==> src/sv/rbd_ram.sv <==
// Generic simple dual-port RAM: one write port, one read port, registered read.
// No dependencies.
`default_nettype none

module rbd_ram #(
  parameter int WIDTH = 8,
  parameter int DEPTH = 16
) (
  input  wire logic                     clk,
  input  wire logic                     we,
  input  wire logic [$clog2(DEPTH)-1:0] waddr,
  input  wire logic [WIDTH-1:0]         wdata,
  input  wire logic                     re,
  input  wire logic [$clog2(DEPTH)-1:0] raddr,
  output logic      [WIDTH-1:0]         rdata
);

  logic [WIDTH-1:0] mem [DEPTH];

  always_ff @(posedge clk) begin
    if (we) begin
      mem[waddr] <= wdata;
    end
    if (re) begin
      rdata <= mem[raddr];
    end
  end

endmodule

`default_nettype wire

==> config.mk <==
export PLATFORM = sky130hd
export DESIGN_NAME = rbd_ram
export DESIGN_NICKNAME = d
export VERILOG_FILES = /design/src/sv/rbd_ram.sv
export SDC_FILE = /design/constraint.sdc
export NUM_CORES = 1
export LEC_CHECK = 0
export ABC_AREA = 1
export BUFFER_PORTS_ARGS = -buffer_cell sky130_fd_sc_hd__buf_2
export CAP_MARGIN = 5
export CELL_PAD_IN_SITES_DETAIL_PLACEMENT = 1
export CELL_PAD_IN_SITES_GLOBAL_PLACEMENT = 2
export CORE_UTILIZATION = 44
export DETAILED_ROUTE_END_ITERATION = 10
export PLACE_DENSITY = 0.88
export SYNTH_ARGS = -nofsm -noshare
export SYNTH_HDL_FRONTEND = slang
export SYNTH_SLANG_ARGS = --single-unit
==> constraint.sdc <==
create_clock -name clk -period 2.01 [get_ports clk]
set_input_delay 0.201 -clock clk [delete_from_list [all_inputs] [get_ports clk]]
set_output_delay 0.201 -clock clk [all_outputs]
set_load 0.02 [all_outputs]
==> metrics.md <==
| Metric | Value |
|---|---|
| Combinational fraction of design power | `6.6%` |
| Routed Antenna Nets | `0` |
| Worst hold-check path type | `primary input to flip-flop` |
| Switch Pwr | `approximately 1.4 mW` |
| # Post-CTS Setup Buffers | `0` |
| Sw frac | `21.9%` |
| Critical path capture point type | `flip-flop` |
| Initial antenna violation count | `0` |
| Initial DRC Count | `between 200 and 300` |
| Clock share of power | `between 40% and 50%` |
| Max-Cap Viols | `0` |
| Seq pwr share | `between 50% and 60%` |
| Root Driver | `clkbuf_16` |
| Post-Syn Area | `between 5000 and 6000 um^2` |
| Clock Path Buffers | `2` |
| DR vias | `3925` |
| Ports | `27` |
| Register area share after synthesis | `a little over two thirds` |
| Pin count of the biggest net entering global routing | `41` |
| Final hold vios | `0` |
| Final Slew Violations | `0` |
| Area after DPL | `6200 um^2` |
| Final HPWL DP | `approximately 9.5 mm` |
| Nets | `612` |
| GRT Util Overall | `around a quarter` |
| Crit path max-delay family | `simple AND/OR/NAND/NOR gates` |
| Min Tclk post-route | `1.24 ns` |
| Setup CP Type | `flip-flop to flip-flop` |
| Worst-margin pin slew | `0.672 ns` |
| First-pass GRT wire length | `between 20 and 25 mm` |
| # clock sinks | `136` |
| Final period util | `about three fifths` |
| CTS buffer count | `17` |
| Fmax | `0.809 GHz` |
| Yosys cell types | `11` |
| Max incr delay on CP | `0.38 ns` |
| First-pass DRT Iterations | `4` |
| Final setup viols | `0` |
| Avg WL per Cell | `19.4 um` |
| Crit Path Max Fanout | `1` |
| CP arrival | `roughly 1.4 ns` |
| Syn Nets | `between 500 and 600` |
| Core Util, Final | `between 50% and 60%` |
| RSZ-0062 raised after global routing | `false` |
| Vias in the first global route | `between 4000 and 5000` |
| Setup TNS | `0 ns` |
| Crit-path cells | `inv_1 > nand2_1 > nand3_1 > nand3_1 > nand3_1 > nand2_1` |
| Required @ worst endpoint | `about 2.2 ns` |
| Core area | `between 10000 and 15000 um^2` |
| Die area | `~14000 um^2` |
| Row Count | `41` |
| CTS tree | `done` |
| Hold buffers post-CTS | `0` |
| Reg clk slew, reported paths | `0.06 ns` |
| GP Congestion | `around 0.79` |
| Pleak | `between 2 and 3 nW` |
| Buf/Inv on CP | `1` |
| Max IR drop VDD | `roughly 0.47 mV` |
| Post-Syn Instances | `approximately 550` |
| Skew-Pair Late Insertion Delay | `roughly 0.42 ns` |
| Outcome | `finished, final reports clean` |
| Startpoint class of the critical path | `flip-flop` |
| H-tree levels | `4` |
| DRC Markers | `0` |
| Starting Density | `between 40 and 50%` |
| CTS resizes | `0` |
| Fin area | `between 6000 and 7000 um^2` |
| Synthesized area per cell | `between 10 and 15 um^2` |
| Clock skew | `between 0.007 and 0.008 ns` |
| Die Ht | `roughly 120 um` |
| Worst slack on hold paths | `approximately 0.16 ns` |
| Pwr Density | `between 900 and 1000 nW/um^2` |
| Synth Warn # | `0` |
| Synth-to-layout area growth | `14.6%` |
| Slew HR | `a little under three fifths` |
| Routed vias/inst | `between 5 and 6` |
| Int Power | `4.97 mW` |
| Worst path slowest cell | `edfxtp_1` |
| Seq cells post-synth | `around 140` |
| Die Wd | `around 120 um` |
| # diodes | `0` |
| Grt ovf | `0` |
| Layout cells sized above 1 | `a little under an eighth` |
| WL final | `15.1 mm` |
| Cell repeated most along the worst path | `nand3_1` |
| Port Buffer Count | `26` |
[routing by layer]
layer | track usage (%) | vias to the layer above | routed length (um)
li1 | - | 1857 | -
met1 | 30.9 | 1951 | 6560
met2 | 41.2 | 94 | 7370
met3 | 5.77 | 23 | 734
met4 | 11.3 | 0 | 396
met5 | 0 | - | 0
[power by group through the flow]
| stage | Sequential, mW | Clock (mW) | Combinational, mW |
|---|---|---|---|
| floorplan | 3.29 | 0 | 0.224 |
| global placement | 3.27 | 0 | 0.404 |
| detailed placement | 3.27 | 0 | 0.420 |
| CTS | 3.22 | 2.75 | 0.425 |
| global route | 3.22 | 2.87 | 0.462 |
| finish | 3.22 | 2.73 | 0.418 |
[metrics by stage]
stage               std cells  worst slack [ns]  total power, mW
global placement          746             0.466             3.67
detailed placement        746             0.393             3.69
finish                    776             0.773             6.36
global route              776             0.691             6.55
floorplan                 551             0.858             3.51
CTS                       776             0.761             6.39
[path summary, 6_finish.rpt]
path	start	end	slack [ns]	depth (start not counted)
max	mem[9][1]$_DFFE_PP_	rdata[1]$_DFFE_PP_	0.77	6
min	re	rdata[2]$_DFFE_PP_	0.16	1
max reg2reg	mem[9][1]$_DFFE_PP_	rdata[1]$_DFFE_PP_	0.77	6
min reg2reg	mem[9][0]$_DFFE_PP_	rdata[0]$_DFFE_PP_	0.77	6
[state kept, by name, indices dropped and copies added (netlist names)]
signal,cells
rdata,8
mem,128
[cells by family after synthesis]
family | synth area share (%)
buffers and inverters | 9.39
and+or+nand+nor | 20.8
DFF | 69.8
[final cells by class]
cell class	instances	area, um^2
well taps	172	215
repair buffers	47	300
clock buffers	23	448
flip-flops and latches	136	4080
clock inverters	7	55.1
fillers	1384	6070
multi-input cells	289	1210
inverters	102	383
[cell usage after synthesis, drive strengths merged]
cell type	n	area, um^2
nand2	173	649
edfxtp	136	4080
inv	102	383
nand3	97	485
buf	24	166
nor2	17	63.8
nand3b	2	15.0
[cells in the final DEF (no fill, tap or decap), drive strengths merged]
cell type	instances
nor2	17
buf	47
edfxtp	136
inv	102
clkbuf	23
nand3	97
clkinv	6
nand2	173
bufinv	1
nand3b	2
[worst reg2reg max path: cells and delay by family (launching register included)]
family / cells / cell delay, ns
simple gates: 5 / 0.55
buf+inv: 1 / 0.07
flops: 1 / 0.38
No activity file was read; power rests on OpenSTA's default activity.
